`config.mk`:
```
export PLATFORM = sky130hd
export DESIGN_NAME = media_type_wildcard_match_unit
export DESIGN_NICKNAME = d
export VERILOG_FILES = /design/src/rtl/mtwm_pkg.sv /design/src/rtl/media_type_wildcard_match_unit.sv
export SDC_FILE = /design/constraint.sdc
export NUM_CORES = 1
export LEC_CHECK = 0
export ABC_CLOCK_PERIOD_IN_PS = 4200
export BUFFER_PORTS_ARGS = -buffer_cell sky130_fd_sc_hd__buf_4
export CAP_MARGIN = 30
export CORE_ASPECT_RATIO = 1.2
export CORE_MARGIN = 8
export CORE_UTILIZATION = 30
export DETAILED_ROUTE_END_ITERATION = 8
export SYNTH_ARGS = -nofsm -noshare
export SYNTH_HDL_FRONTEND = slang
export SYNTH_SLANG_ARGS = --single-unit
```
`constraint.sdc`:
```
create_clock -name clock -period 4.2 [get_ports clock]
set_input_delay 0.63 -clock clock [delete_from_list [all_inputs] [get_ports clock]]
set_output_delay 0.63 -clock clock [all_outputs]
set_load 0.02 [all_outputs]
```
`src/rtl/mtwm_pkg.sv`:
```
// ----------------------------------------------------------------------------
// mtwm_pkg
// Shared constants, widths and helpers for the media-type wildcard matcher.
// ----------------------------------------------------------------------------
package mtwm_pkg;

   // Pattern store depth and derived widths
   localparam int PATTERN_DEPTH = 64;
   localparam int ADDR_W        = (PATTERN_DEPTH > 1) ? $clog2(PATTERN_DEPTH) : 1;
   localparam int LEN_W         = $clog2(PATTERN_DEPTH + 1);

   typedef logic [LEN_W-1:0]  len_type;
   typedef logic [ADDR_W-1:0] addr_type;
   typedef logic [7:0]        byte_type;

   // Transaction function codes
   typedef enum logic [1:0] {
      FUNC_CLEAR   = 2'd0,
      FUNC_APPEND  = 2'd1,
      FUNC_SUBJECT = 2'd2,
      FUNC_END     = 2'd3
   } func_type;

   // Special characters
   localparam byte_type STAR_CHAR  = 8'h2A;
   localparam byte_type SEMI_CHAR  = 8'h3B;
   localparam byte_type SPACE_CHAR = 8'h20;
   localparam byte_type UPPER_A    = 8'h41;
   localparam byte_type UPPER_Z    = 8'h5A;
   localparam byte_type CASE_DELTA = 8'h20;

   // ASCII upper case to lower case, other bytes unchanged
   function automatic byte_type fold_case(input byte_type c);
      byte_type r;
      r = c;
      if (c >= UPPER_A && c <= UPPER_Z) begin
         r = c + CASE_DELTA;
      end
      return r;
   endfunction

endpackage

```
`src/rtl/media_type_wildcard_match_unit.sv`:
```
// ----------------------------------------------------------------------------
// media_type_wildcard_match_unit
// Streams a subject byte by byte against a stored media-type pattern held in
// a synchronous single-port-write / one-read memory.
// ----------------------------------------------------------------------------
// Sequencing: clear and append complete in idle on acceptance; a subject
//   byte is compared in S_CMP, one more memory read per skipped pattern
//   space or star exit, or is ignored in idle (after a mismatch, empty
//   pattern, pattern used up); end of subject passes through S_END, whose
//   result is registered; it waits in S_END while the previous result stalls.
// Throughput: one transaction at a time; requests stall outside S_IDLE.
// Reset: synchronous, clears length, position and flags; the pattern memory
//   is not cleared and only entries below the length are ever compared.
module media_type_wildcard_match_unit (
   input  logic              clock,
   input  logic              reset,
   // request channel
   input  logic              req_valid,
   output logic              req_stall,
   input  logic [1:0]        req_func,
   input  mtwm_pkg::byte_type req_data_byte,
   // response channel
   output logic              rsp_valid,
   input  logic              rsp_stall,
   output logic              rsp_match,
   output logic              rsp_pattern_overflowed
);
   import mtwm_pkg::*;

   localparam logic [1:0] S_IDLE = 2'd0;
   localparam logic [1:0] S_CMP  = 2'd1;
   localparam logic [1:0] S_END  = 2'd2;

   // control state
   logic [1:0] state_ff, state_in;
   len_type    len_ff, len_in;
   len_type    pos_ff, pos_in;
   logic       mismatch_ff, mismatch_in;
   logic       overflow_ff, overflow_in;
   logic       rsp_valid_ff, rsp_valid_in;
   // payload
   byte_type   subj_ff, subj_in;
   logic       rsp_match_ff, rsp_match_in;
   logic       rsp_ovf_ff, rsp_ovf_in;

   // pattern memory
   byte_type   pattern_mem [PATTERN_DEPTH];
   byte_type   rd_data_ff;
   addr_type   rd_addr;
   logic       wr_en;
   addr_type   wr_addr;

   logic       accept;
   logic       slot_free;
   len_type    pos_p1;
   byte_type   p;
   func_type   func;

   assign req_stall = (state_ff != S_IDLE);
   assign accept    = req_valid && !req_stall;
   assign func      = func_type'(req_func);
   assign slot_free = !rsp_valid_ff || !rsp_stall;
   assign pos_p1    = pos_ff + len_type'(1);
   assign p         = rd_data_ff;

   // read address: next entry while walking, else current position
   assign rd_addr = (state_ff == S_CMP) ? pos_p1[ADDR_W-1:0] : pos_ff[ADDR_W-1:0];
   assign wr_addr = len_ff[ADDR_W-1:0];

   // pattern memory, registered read
   always_ff @(posedge clock) begin
      if (wr_en) begin
         pattern_mem[wr_addr] <= req_data_byte;
      end
      rd_data_ff <= pattern_mem[rd_addr];
   end

   // main sequencer
   always_comb begin
      state_in     = state_ff;
      len_in       = len_ff;
      pos_in       = pos_ff;
      mismatch_in  = mismatch_ff;
      overflow_in  = overflow_ff;
      subj_in      = subj_ff;
      rsp_match_in = rsp_match_ff;
      rsp_ovf_in   = rsp_ovf_ff;
      rsp_valid_in = rsp_valid_ff && rsp_stall;
      wr_en        = 1'b0;

      case (state_ff)
         S_IDLE: begin
            if (accept) begin
               subj_in = req_data_byte;
               case (func)
                  FUNC_CLEAR: begin
                     len_in      = '0;
                     pos_in      = '0;
                     mismatch_in = 1'b0;
                     overflow_in = 1'b0;
                  end
                  FUNC_APPEND: begin
                     if (len_ff < len_type'(PATTERN_DEPTH)) begin
                        wr_en  = 1'b1;
                        len_in = len_ff + len_type'(1);
                     end else begin
                        overflow_in = 1'b1;
                     end
                  end
                  FUNC_SUBJECT: begin
                     if (!mismatch_ff && len_ff != '0) begin
                        if (pos_ff >= len_ff) begin
                           mismatch_in = 1'b1;
                        end else begin
                           state_in = S_CMP;
                        end
                     end
                  end
                  default: begin
                     state_in = S_END;
                  end
               endcase
            end
         end

         // compare one pattern entry against the latched subject byte
         S_CMP: begin
            if (p == SPACE_CHAR || (p == STAR_CHAR && subj_ff == SEMI_CHAR)) begin
               pos_in = pos_p1;
               if (pos_p1 >= len_ff) begin
                  mismatch_in = 1'b1;
                  state_in    = S_IDLE;
               end
            end else if (subj_ff == SPACE_CHAR || p == STAR_CHAR) begin
               state_in = S_IDLE;
            end else if (fold_case(p) != fold_case(subj_ff)) begin
               mismatch_in = 1'b1;
               state_in    = S_IDLE;
            end else begin
               pos_in   = pos_p1;
               state_in = S_IDLE;
            end
         end

         // verdict at end of subject, once the output register is free
         S_END: begin
            if (slot_free) begin
               if (len_ff == '0) begin
                  rsp_match_in = 1'b1;
               end else if (mismatch_ff) begin
                  rsp_match_in = 1'b0;
               end else if (pos_ff < len_ff && p == STAR_CHAR) begin
                  rsp_match_in = (pos_p1 >= len_ff);
               end else begin
                  rsp_match_in = (pos_ff >= len_ff);
               end
               rsp_ovf_in   = overflow_ff;
               rsp_valid_in = 1'b1;
               pos_in       = '0;
               mismatch_in  = 1'b0;
               state_in     = S_IDLE;
            end
         end

         default: begin
            state_in = S_IDLE;
         end
      endcase
   end

   // control registers
   always_ff @(posedge clock) begin
      if (reset) begin
         state_ff     <= S_IDLE;
         len_ff       <= '0;
         pos_ff       <= '0;
         mismatch_ff  <= 1'b0;
         overflow_ff  <= 1'b0;
         rsp_valid_ff <= 1'b0;
      end else begin
         state_ff     <= state_in;
         len_ff       <= len_in;
         pos_ff       <= pos_in;
         mismatch_ff  <= mismatch_in;
         overflow_ff  <= overflow_in;
         rsp_valid_ff <= rsp_valid_in;
      end
   end

   // payload registers
   always_ff @(posedge clock) begin
      subj_ff      <= subj_in;
      rsp_match_ff <= rsp_match_in;
      rsp_ovf_ff   <= rsp_ovf_in;
   end

   assign rsp_valid              = rsp_valid_ff;
   assign rsp_match              = rsp_match_ff;
   assign rsp_pattern_overflowed = rsp_ovf_ff;

   // checks
   a_len_bound: assert property (@(posedge clock) disable iff (reset)
      len_ff <= len_type'(PATTERN_DEPTH))
      else $error("pattern length beyond store depth");

   a_pos_bound: assert property (@(posedge clock) disable iff (reset)
      pos_ff <= len_ff)
      else $error("pattern position beyond pattern length");

   a_rsp_source: assert property (@(posedge clock) disable iff (reset)
      $rose(rsp_valid_ff) |-> $past(state_ff == S_END))
      else $error("response raised outside end-of-subject handling");

   a_cmp_in_range: assert property (@(posedge clock) disable iff (reset)
      (state_ff == S_CMP) |-> (pos_ff < len_ff))
      else $error("pattern read beyond written entries");

endmodule
```
==> results.tsv, run 1 <==
stage	metric	value	unit
yosys	Synth Net Count	1074	
worst_hold_path	hold-critical path depth	3	
grt	largest net degree at the start of global routing	100	
worst_setup_path	R2R Setup Slk	0.82	ns
worst_hold_path	hold path startpoint	rsp_stall	
cells_and_area	Reg area	0.0162	sq mm
worst_setup_path	crit path cell chain	inv_1, ha_1, ha_4, buf_12, mux4_2, mux4_2, mux4_2	
floorplan	DIE WIDTH	263	um
placement	estimated wirelength of the detail-placed design	29900	um
worst_setup_path	Crit. path cell count	7	
timing	Total Neg Setup Slack	0	ns
yosys	top cell type's share of synthesized area	71.6	%
floorplan	# rows	108	
worst_setup_path	Most Frequent Cell on Critical Path	mux4_2	
timing	Tcrit/Tclk final	80.4	%
yosys	most numerous cell in the Yosys netlist	edfxtp_1	
cells_and_area	share of cells above drive strength 1	29.0	%
clocking	Hold-fix buffers, CTS	0	
pwr	Tot Pwr	11.0	mW
cells_and_area	# nets final	1180	
worst_setup_path	Slowest cell on crit path	mux4_2	
routing	DRT antenna net count	0	
yosys	cell taking the most area after synthesis	edfxtp_1	
yosys	Post-synth top cells	edfxtp_1 (522), mux4_2 (168), nor2_1 (80)	
cells_and_area	area of the multi-input gates	0.00553	sq mm
worst_setup_path	Critical Path Start Type	register	
grt	vias in the first global route	10859	
yosys	Post-Syn Instances	1036	
worst_setup_path	reg-to-reg startpoint	state_ff[1]$_SDFFE_PP0P_	
pwr	Leak	8.20	nW
pwr	Power per Cell Area	434	mW/mm^2
yosys	ys async rst share	0	%
timing	worst slew pin tran	0.840	ns
routing	vias per inst	4.91	
clocking	buffers inserted by post-CTS timing repair	0	
timing	Max Clk Rate	296	MHz
placement	pre-CTS setup slack	0.665	ns
grt	total gr overflow	0	
timing	unrepaired setup endpoints after global routing	false	
timing	Final Skew	0.0260	ns
worst_setup_path	CP endpoint kind	register	
routing	vias	10372	
yosys	Synth Flop Type	edfxtp_1	
timing	final slew viol count	0	
clocking	CTS clk-pin slew, worst paths	0.06	ns
pwr	Combinational Power Share	4.0	%
worst_setup_path	reg2reg end	p[5]$_DFF_P_	
pwr	Switching Share	20.1	%
timing	Fin. Hold Viols	0	
timing	Rel. slew slack	43.8	%
placement	Port Buffers	17	
clocking	Clock Path Buffers	3	
yosys	largest cells by area after synthesis	edfxtp_1 (72%), mux4_2 (17%), dfxtp_1 (2.5%)	
worst_setup_path	Top delay family on crit path	multiplexers	
floorplan	die area	0.0819	sq mm
worst_setup_path	WP data arrival	3.81	ns
clocking	clk_lat worst skew	0.57	ns
floorplan	CORE AREA	0.0723	sq mm
clocking	Num CTS Buffers	51	
floorplan	Die Ht	312	um
worst_setup_path	crit path kind	reg2reg	
worst_hold_path	worst hold path class	in2reg	
worst_setup_path	r2r worst-path depth	7	
placement	GPL Wtd Cong	0.778	
cells_and_area	Layout area overhead	15.8	%
grt	Total GRT Usage	11.6	%
routing	drt first pass iters	4	
timing	final setup violation count	0	
worst_hold_path	Hold Path End	rsp_valid$_SDFF_PP0_	
yosys	synth unique cells	51	
floorplan	io pins	18	
grt	first-pass GRT wire length	72800	um
grt	antenna violations before repair	0	
yosys	total of warnings raised by yosys	0	
clocking	clock sinks	549	
routing	DRC errors left	0	
routing	WL final	47900	um
flow_run	Max Cap Viol	0	
floorplan	Initial Util	30.3	%
yosys	Post-synth EDFFs	522	
yosys	Seq/Total Area, Yosys	74.0	%
timing	Tmin final	3.38	ns
worst_setup_path	worst-path maximum fanout	50	
pwr	Pint	8.78	mW
cells_and_area	n_diodes	0	
pwr	Seq pwr share	54.9	%
clocking	H-tree levels	2	
worst_setup_path	WP data required	4.63	ns
clocking	PostCTS Resize Cnt	0	
yosys	synthesized flop and latch total	549	
timing	setup ws final	0.823	ns
worst_setup_path	CP bufs+invs	2	
pwr	switching power	2.21	mW
routing	drt wl/cell	22.7	um
worst_setup_path	Crit path largest cell delay	0.62	ns
run_status	outcome	finished, final reports clean	
yosys	Syn Std Cell Area	0.0219	sq mm
pwr	Clock power frac	41.1	%
cells_and_area	Fillers	6578	
yosys	synthesized area per cell	21.1	sq um
pwr	worst vdd ir	0.000267	V
clocking	CTS root buf	clkbuf_16	
routing	Initial DRC Count	576	
clocking	CTS tree	yes	
worst max path at each step:
| stage | from | to | slack (ns) |
|---|---|---|---|
| 2_1_floorplan | state_ff[1]$_SDFFE_PP0P_ | p[0]$_DFF_P_ | 0.59 |
| 3_3_place_gp | req_valid | pattern_mem[24][0]$_DFFE_PP_ | 0.76 |
| 3_5_place_dp | req_valid | pattern_mem[24][0]$_DFFE_PP_ | 0.66 |
| 4_1_cts | state_ff[1]$_SDFFE_PP0P_ | pattern_mem[24][2]$_DFFE_PP_ | 0.74 |
| 5_1_grt | state_ff[0]$_SDFFE_PP0P_ | pattern_mem[24][2]$_DFFE_PP_ | 0.53 |
| 6_report | state_ff[1]$_SDFFE_PP0P_ | p[5]$_DFF_P_ | 0.82 |
area by class of cell:
type,instances,area share [%]
Sequential cell,549,64.0
Timing Repair Buffer,95,3.01
Clock buffer,55,5.09
Multi-Input combinational cell,429,21.8
Inverter,16,0.237
Clock inverter,35,1.27
Tap cell,935,4.62
registers in the layout, indices dropped and copies added (netlist names), 2 cells and up:
signal and cells:
len_ff 7, subj_ff 8, pos_ff 7, state_ff 2
p 8, pattern_mem 512
logic make-up (layout without fill, tap and decap cells):
kind of cell    after synthesis  in the layout  share of synthesized area (%)
flops                       549            549                           74.0
fa+ha+maj                    24             24                           1.37
simple gates                157            157                           3.43
compound gates               56             56                           1.83
buf+inv                      58            201                           1.00
xor+xnor                     22             22                          0.948
mux                         170            170                           17.4
placed cells by master (no fill, tap or decap), types with 4 or more instances in the layout:
| cell | instances |
|---|---|
| a21o_1 | 5 |
| a21oi_1 | 13 |
| a41o_1 | 6 |
| and4_1 | 6 |
| buf_12 | 4 |
| buf_4 | 91 |
| bufinv_16 | 6 |
| clkbuf_1 | 4 |
| clkbuf_16 | 51 |
| clkinv_1 | 16 |
| clkinv_2 | 8 |
| dfxtp_1 | 27 |
| edfxtp_1 | 522 |
| ha_1 | 23 |
| inv_1 | 16 |
| mux4_2 | 168 |
| nand2_1 | 20 |
| nand3_1 | 15 |
| nand4_1 | 8 |
| nor2_1 | 80 |
| nor3_1 | 6 |
| o21ai_0 | 7 |
| xnor2_1 | 10 |
| xor2_1 | 9 |
power by group through the flow:
stage	Combinational, mW	Sequential, mW	Clock [mW]
detailed placement	0.458	6.15	0
floorplan	0.265	6.15	0
global placement	0.450	6.15	0
finish	0.445	6.03	4.51
global route	0.487	6.03	4.81
CTS	0.459	6.03	4.63
worst register-to-register path: stages, from the launching register on:
cell	delay, ns
dfxtp_1	0.38
inv_1	0.08
ha_1	0.30
ha_4	0.38
buf_12	0.36
mux4_2	0.67
mux4_2	0.58
mux4_2	0.49
layer usage:
metal	vias up	share of wire (%)	wire, um	GRT usage [%]
met4	0	2.4	1170	3.53
met5	-	0	0	0
met3	71	3.5	1690	1.53
li1	4544	-	-	-
met2	225	52	25000	20.4
met1	5532	42	20100	14.8
metrics by stage:
stage          std cells  instance area, sq um  hold WS [ns]  util, %
2_1_floorplan       1036                 21900         0.409        -
3_3_place_gp        2024                 23700         0.483     32.8
3_5_place_dp        2024                 23700         0.493     32.8
4_1_cts             2114                 25300         0.277     35.1
5_1_grt             2114                 25300         0.287     35.1
6_report            2114                 25300         0.307     35.1
Note: power is estimated with default switching activity, not from simulation.
==> run 2: changes to the inputs <==
--- a/config.mk
+++ b/config.mk
@@ -5,7 +5,7 @@
 export SDC_FILE = /design/constraint.sdc
 export NUM_CORES = 1
 export LEC_CHECK = 0
-export ABC_CLOCK_PERIOD_IN_PS = 4200
+export ABC_CLOCK_PERIOD_IN_PS = 2700
 export BUFFER_PORTS_ARGS = -buffer_cell sky130_fd_sc_hd__buf_4
 export CAP_MARGIN = 30
 export CORE_ASPECT_RATIO = 1.2
==> constraint.sdc (replaced) <==
create_clock -name clock -period 2.7 [get_ports clock]
set_input_delay 0.405 -clock clock [delete_from_list [all_inputs] [get_ports clock]]
set_output_delay 0.405 -clock clock [all_outputs]
set_load 0.02 [all_outputs]
==> run 2 against run 1 <==
The run now ends with negative setup slack left. Sequential share of layout area decreased by 2.3 points. Final area increased by 3.7%. Register-to-register slack got worse by 1.2 ns. Fmax increased by 11%. Utilization increased by 1.3 points. Global-route usage increased by 0.55 points. Critical path type unchanged.
==> results.tsv, run 2 (synthesis results as in run 1) <==
stage	metric	value	unit	change
routing	vias	10850		was 10372
grt	antenna violations before repair	2		was 0
clocking	clk_lat worst skew	0.59	ns	was 0.57 ns
floorplan	DIE WIDTH	263	um	unchanged
clocking	CTS clk-pin slew, worst paths	0.07	ns	was 0.06 ns
placement	Inst Count DP	2107		was 2024
timing	final setup violation count	15		was 0
worst_setup_path	crit path kind	reg2reg		unchanged
worst_setup_path	Critical Path Start Type	register		unchanged
timing	final slew viol count	0		unchanged
worst_setup_path	WP data required	3.17	ns	was 4.63 ns
timing	Final Skew	0.0247	ns	was 0.0260 ns
placement	GPL Wtd Cong	0.805		was 0.778
worst_setup_path	worst-path maximum fanout	13		was 50
cells_and_area	# nets final	1271		was 1180
cells_and_area	share of cells above drive strength 1	35.7	%	was 29.0%
routing	Initial DRC Count	894		was 576
floorplan	Die Ht	312	um	unchanged
timing	setup ws final	-0.337	ns	was 0.823 ns
placement	Port Buffers	17		unchanged
worst_setup_path	CP endpoint kind	register		unchanged
worst_setup_path	Crit. path cell count	8		was 7
cells_and_area	Finished Layout Cells	2205		was 2114
cells_and_area	Layout area overhead	20.0	%	was 15.8%
run_status	failing checks	negative setup slack		
pwr	worst vdd ir	0.000557	V	was 0.000267 V
grt	Total GRT Usage	12.1	%	was 11.6%
cells_and_area	Fillers	6513		was 6578
pwr	Leak	8.69	nW	was 8.20 nW
clocking	CTS tree	yes		unchanged
worst_setup_path	Crit path largest cell delay	0.57	ns	was 0.62 ns
worst_setup_path	Slowest cell on crit path	mux4_2		unchanged
worst_setup_path	crit path cell chain	inv_2, ha_4, ha_4, buf_12, buf_12, mux4_2, mux4_2, mux4_2		was inv_1, ha_1, ha_4, buf_12, mux4_2, mux4_2, mux4_2
timing	worst slew pin tran	0.788	ns	was 0.840 ns
routing	WL final	50600	um	was 47900 um
worst_hold_path	worst hold path class	in2reg		unchanged
clocking	Num CTS Buffers	53		was 51
timing	Max Clk Rate	329	MHz	was 296 MHz
run_status	outcome	finished with violations		was finished, final reports clean
grt	first-pass GRT wire length	75200	um	was 72800 um
worst_hold_path	hold-critical path depth	2		was 3
cells_and_area	largest reg by FF count	pattern_mem		unchanged
floorplan	CORE AREA	0.0723	sq mm	unchanged
cells_and_area	n_diodes	0		unchanged
floorplan	io pins	18		unchanged
clocking	Clock Path Buffers	3		unchanged
clocking	Hold-fix buffers, CTS	0		unchanged
worst_setup_path	r2r worst-path depth	8		was 7
timing	Fin. Hold Viols	0		unchanged
routing	DRC errors left	0		unchanged
routing	drt first pass iters	5		was 4
cells_and_area	commonest non-fill, non-tap cells in the layout	edfxtp_1 (522), mux4_2 (168), buf_4 (165)		was edfxtp_1 (522), mux4_2 (168), buf_4 (91)
worst_setup_path	WP data arrival	3.51	ns	was 3.81 ns
grt	largest net degree at the start of global routing	66		was 100
timing	Total Neg Setup Slack	-3.69	ns	was 0 ns
clocking	clock sinks	549		unchanged
clocking	CTS root buf	clkbuf_16		unchanged
placement	estimated wirelength of the detail-placed design	33000	um	was 29900 um
timing	Rel. slew slack	47.5	%	was 43.8%
timing	Tmin final	3.04	ns	was 3.38 ns
worst_setup_path	CP bufs+invs	3		was 2
floorplan	# rows	108		unchanged
routing	drt wl/cell	23.0	um	was 22.7 um
timing	unrepaired setup endpoints after global routing	true		was false
grt	total gr overflow	0		unchanged
cells_and_area	max reg flops	512		unchanged
worst_setup_path	Top delay family on crit path	multiplexers		unchanged
routing	vias per inst	4.92		was 4.91
worst_setup_path	Most Frequent Cell on Critical Path	mux4_2		unchanged
clocking	H-tree levels	2		unchanged
floorplan	die area	0.0819	sq mm	unchanged
pwr	Power per Cell Area	650	mW/mm^2	was 434 mW/mm^2
grt	vias in the first global route	11369		was 10859
timing	Tcrit/Tclk final	112	%	was 80.4%
cells_and_area	commonest non-fill, non-tap cell in the layout	edfxtp_1		unchanged
flow_run	Max Cap Viol	0		unchanged
floorplan	Initial Util	30.3	%	unchanged
routing	DRT antenna net count	0		unchanged
==> run 2: cell count changes in the layout (fill, tap and decap cells not counted), moves of 3 or more <==
| cell | before | now |
|---|---|---|
| buf_4 | 91 | 165 |
| clkbuf_1 | 4 | 14 |
| clkinv_2 | 8 | 4 |
| buf_12 | 4 | 15 |
| bufinv_16 | 6 | 2 |
| clkinv_1 | 16 | 10 |
| buf_6 | 0 | 4 |
| nor2_4 | 0 | 3 |
| nor2_1 | 80 | 77 |
| nor4_1 | 3 | 0 |
| dfxtp_1 | 27 | 24 |
==> run 2: layout make-up <==
cell class                      count  area (sq um)  share of cell area (%)
Multi-Input combinational cell    429          5660                    21.5
Timing Repair Buffer              184          1580                    6.03
Clock buffer                       69          1410                    5.35
Inverter                           16          60.1                   0.228
Sequential cell                   549         16200                    61.7
Tap cell                          935          1170                    4.45
Clock inverter                     23           185                   0.704
==> run 2: power breakdown <==
part	switching [mW]	internal, mW	leakage, nW
clock network	3.05	3.85	0.763
registers	0.0245	9.35	4.92
logic	0.447	0.374	3.00
total	3.52	13.6	8.69
==> run 2: timing repair <==
action,CTS,global route
buffers inserted,5,1
pin swaps,14,18
endpoints found under the setup margin,19,113
gates resized for setup,10,23
==> run 2: per-layer routing <==
metal  share of wire, %  GRT usage [%]  routed length [um]  up-vias
met2                 50           20.8               25400      292
met4                3.2           4.33                1630        4
met3                5.4           2.08                2720       87
met1                 41           15.4               20800     5732
met5              0.053              0                  27        -
li1                   -              -                   -     4735
==> run 2: metrics by stage <==
step | cell area (sq um) | total power [mW] | hold slack (ns) | utilization (%) | setup slack, ns
after CTS | 26200 | 17.3 | 0.00960 | 36.2 | -0.337
after global placement | 24500 | 10.4 | 0.473 | 33.9 | -0.348
after floorplan | 22200 | 10.0 | 0.409 | - | -0.114
final | 26300 | 17.1 | 0.0501 | 36.4 | -0.337
after detailed placement | 24500 | 10.4 | 0.461 | 33.9 | -0.325
after global routing | 26300 | 17.6 | 0.0216 | 36.4 | -0.389
==> run 2: worst reg2reg max path, cell delays in order (launching register included) <==
cell	delay (ns)
dfxtp_2	0.36
inv_2	0.07
ha_4	0.17
ha_4	0.29
buf_12	0.19
buf_12	0.21
mux4_2	0.56
mux4_2	0.57
mux4_2	0.49
==> run 2: path summary, 6_finish.rpt <==
| kind | end | slack (ns) | start |
|---|---|---|---|
| setup / recovery | p[0]$_DFF_P_ | -0.34 | state_ff[1]$_SDFFE_PP0P_ |
| hold reg to reg | rsp_pattern_overflowed$_DFFE_PP_ | 0.48 | overflow_ff$_SDFFE_PP0P_ |
| setup reg to reg | p[0]$_DFF_P_ | -0.34 | state_ff[1]$_SDFFE_PP0P_ |
| hold / removal | mismatch_ff$_SDFFE_PP0P_ | 0.05 | reset |
==> run 3: changes to the inputs <==
--- a/config.mk
+++ b/config.mk
@@ -5,7 +5,7 @@
 export SDC_FILE = /design/constraint.sdc
 export NUM_CORES = 1
 export LEC_CHECK = 0
-export ABC_CLOCK_PERIOD_IN_PS = 2700
+export ABC_CLOCK_PERIOD_IN_PS = 2790
 export BUFFER_PORTS_ARGS = -buffer_cell sky130_fd_sc_hd__buf_4
 export CAP_MARGIN = 30
 export CORE_ASPECT_RATIO = 1.2
==> constraint.sdc (replaced) <==
create_clock -name clock -period 2.79 [get_ports clock]
set_input_delay 0.4185 -clock clock [delete_from_list [all_inputs] [get_ports clock]]
set_output_delay 0.4185 -clock clock [all_outputs]
set_load 0.02 [all_outputs]
==> run 3 against run 2 <==
The flow still finishes with violations (negative setup slack). Sequential share of layout area is 0.53 points lower. Total power down 2.6%. Combinational power rose by 3.8%. First-iteration DRC count shrank 6.9%. Fmax is 1.9% higher. Register-to-register slack better by 0.15 ns. Worst hold slack better by 0.036 ns. Wire length grew 0.28%. Clock-buffer cell count up 1. Die area stayed put. Critical endpoint is now p[6]$_DFF_P_. Largest power group unchanged. Highest routed layer unchanged.
==> results.tsv, run 3 (synthesis results as in run 1) <==
stage	metric	value	unit	change
routing	vias per inst	4.94		was 4.92
placement	pre-CTS setup slack	-0.237	ns	was -0.325 ns
routing	DRC errors left	0		unchanged
worst_setup_path	Critical Path Start Type	register		unchanged
placement	GPL Wtd Cong	0.826		was 0.805
cells_and_area	commonest non-fill, non-tap cell in the layout	edfxtp_1		unchanged
timing	Rel. slew slack	47.9	%	was 47.5%
pwr	Tot Pwr	16.7	mW	was 17.1 mW
pwr	Switching Share	20.0	%	was 20.6%
timing	setup ws final	-0.190	ns	was -0.337 ns
pwr	switching power	3.34	mW	was 3.52 mW
cells_and_area	max reg flops	512		unchanged
cells_and_area	share of cells above drive strength 1	35.7	%	unchanged
timing	Fin. Hold Viols	0		unchanged
timing	Max Clk Rate	336	MHz	was 329 MHz
placement	estimated wirelength of the detail-placed design	33300	um	was 33000 um
grt	vias in the first global route	11437		was 11369
worst_setup_path	R2R Setup Slk	-0.19	ns	was -0.34 ns
timing	Final Skew	0.0176	ns	was 0.0247 ns
timing	unrepaired setup endpoints after global routing	true		unchanged
cells_and_area	largest reg by FF count	pattern_mem		unchanged
routing	DRT antenna net count	0		unchanged
grt	largest net degree at the start of global routing	66		unchanged
clocking	CTS tree	yes		unchanged
pwr	Power per Cell Area	628	mW/mm^2	was 650 mW/mm^2
cells_and_area	commonest non-fill, non-tap cells in the layout	edfxtp_1 (522), mux4_2 (168), buf_4 (152)		was edfxtp_1 (522), mux4_2 (168), buf_4 (165)
cells_and_area	n_diodes	0		unchanged
worst_setup_path	CP Launch Point	state_ff[1]$_SDFFE_PP0P_		unchanged
timing	Tcrit/Tclk final	107	%	was 112%
cells_and_area	Finished Core Util	36.7	%	was 36.4%
cells_and_area	Layout area overhead	21.1	%	was 20.0%
clocking	H-tree levels	2		unchanged
pwr	worst vdd ir	0.000425	V	was 0.000557 V
clocking	clk_lat worst skew	0.58	ns	was 0.59 ns
grt	antenna violations before repair	1		was 2
worst_setup_path	CP endpoint kind	register		unchanged
worst_setup_path	WP data required	3.25	ns	was 3.17 ns
timing	Tmin final	2.98	ns	was 3.04 ns
floorplan	Die Ht	312	um	unchanged
routing	drt wl/cell	23.0	um	about the same
run_status	failing checks	negative setup slack		unchanged
cells_and_area	# nets final	1272		was 1271
timing	final slew viol count	0		unchanged
pwr	Clock power frac	40.4	%	about the same
floorplan	die area	0.0819	sq mm	unchanged
routing	WL final	50800	um	was 50600 um
pwr	Combinational Power Share	5.1	%	was 4.8%
floorplan	io pins	18		unchanged
worst_setup_path	WP data arrival	3.44	ns	was 3.51 ns
worst_setup_path	worst-path maximum fanout	6		was 13
timing	final setup violation count	15		unchanged
placement	Port Buffers	17		unchanged
worst_setup_path	r2r worst-path depth	9		was 8
clocking	Clock Path Buffers	3		unchanged
pwr	Pint	13.3	mW	was 13.6 mW
floorplan	Initial Util	30.3	%	unchanged
grt	Total GRT Usage	12.3	%	was 12.1%
worst_setup_path	crit path kind	reg2reg		unchanged
clocking	CTS clk-pin slew, worst paths	0.06	ns	was 0.07 ns
routing	vias	10900		was 10850
clocking	CTS root buf	clkbuf_16		unchanged
pwr	Leak	8.84	nW	was 8.69 nW
timing	worst slew pin tran	0.781	ns	was 0.788 ns
pwr	Seq pwr share	54.5	%	was 54.8%
routing	drt first pass iters	7		was 5
worst_setup_path	reg2reg end	p[6]$_DFF_P_		was p[0]$_DFF_P_
flow_run	Max Cap Viol	0		unchanged
run_status	outcome	finished with violations		unchanged
worst_hold_path	worst hold path class	in2reg		unchanged
clocking	Num CTS Buffers	51		was 53
grt	first-pass GRT wire length	76400	um	was 75200 um
floorplan	# rows	108		unchanged
floorplan	DIE WIDTH	263	um	unchanged
cells_and_area	Fillers	6468		was 6513
worst_setup_path	Worst Setup EP	p[6]$_DFF_P_		was p[0]$_DFF_P_
timing	worst hold slack	0.0863	ns	was 0.0501 ns
grt	total gr overflow	0		unchanged
worst_setup_path	reg-to-reg startpoint	state_ff[1]$_SDFFE_PP0P_		unchanged
floorplan	CORE AREA	0.0723	sq mm	unchanged
routing	Initial DRC Count	832		was 894
clocking	clock sinks	549		unchanged
-- run 3: cell count changes in the layout (fill, tap and decap cells not counted), sizes merged --
cell	previous run	this run
bufinv	2	4
buf	184	187
clkbuf	69	70
inv	18	16
clkinv	15	14
clkinvlp	4	1
-- run 3: timing repair --
item | in CTS | in global routing
pin swaps | 10 | 13
buffers inserted | 6 | 0
setup endpoints to repair | 19 | 43
cloned | 3 | 0
gates resized for setup | 16 | 15
endpoints found under the hold margin | 0 | 0
hold buffers | 0 | 0
-- run 3: final cells by class --
cell class / count / area, sq um / share of cell area (%)
clock buffer: 70 / 1400 / 5.28
clock inverter: 19 / 190 / 0.717
tap: 935 / 1170 / 4.41
inverter: 16 / 60.1 / 0.226
timing repair buffer: 187 / 1860 / 7.02
multi-input combinational: 429 / 5610 / 21.2
sequential: 549 / 16200 / 61.2
-- run 3: worst min path at each step --
stage / slack [ns] / cells past startpoint / startpoint / endpoint
after CTS: 0.06 / 3 / rsp_stall / rsp_valid$_SDFF_PP0_
after global routing: 0.08 / 2 / reset / mismatch_ff$_SDFFE_PP0P_
after global placement: 0.48 / 2 / mismatch_ff$_SDFFE_PP0P_ / mismatch_ff$_SDFFE_PP0P_
final: 0.09 / 3 / rsp_stall / rsp_valid$_SDFF_PP0_
after floorplan: 0.41 / 0 / overflow_ff$_SDFFE_PP0P_ / rsp_pattern_overflowed$_DFFE_PP_
after detailed placement: 0.50 / 0 / overflow_ff$_SDFFE_PP0P_ / rsp_pattern_overflowed$_DFFE_PP_
-- run 3: layer usage --
metal,up-vias,GRT usage [%],wire (um)
li1,4732,-,-
met1,5838,15.6,21300
met2,257,21.5,26200
met3,71,1.88,2040
met4,2,3.66,1250
met5,-,0,11
-- run 3: critical path, stage by stage, from the launching register on --
cell     delay (ns)
dfxtp_2        0.33
inv_2          0.05
ha_4           0.17
ha_4           0.32
buf_12         0.12
buf_16         0.11
buf_12         0.13
mux4_2         0.55
mux4_2         0.57
mux4_2         0.49
-- run 3: per-stage QoR --
step	instances	setup TNS (ns)	cell area, sq um
global route	2205	-2.61	26500
detailed placement	2107	-2.80	24700
floorplan	1036	-0.0241	22100
finish	2205	-1.60	26500
global placement	2107	-2.71	24700
CTS	2205	-1.69	26500
-- run 3: power by group through the flow --
stage,Clock (mW),Sequential [mW],Combinational [mW]
after floorplan,0,9.25,0.435
after global placement,0,9.25,0.803
after detailed placement,0,9.25,0.818
after CTS,6.88,9.08,0.867
after global routing,7.16,9.07,0.915
final,6.72,9.07,0.852
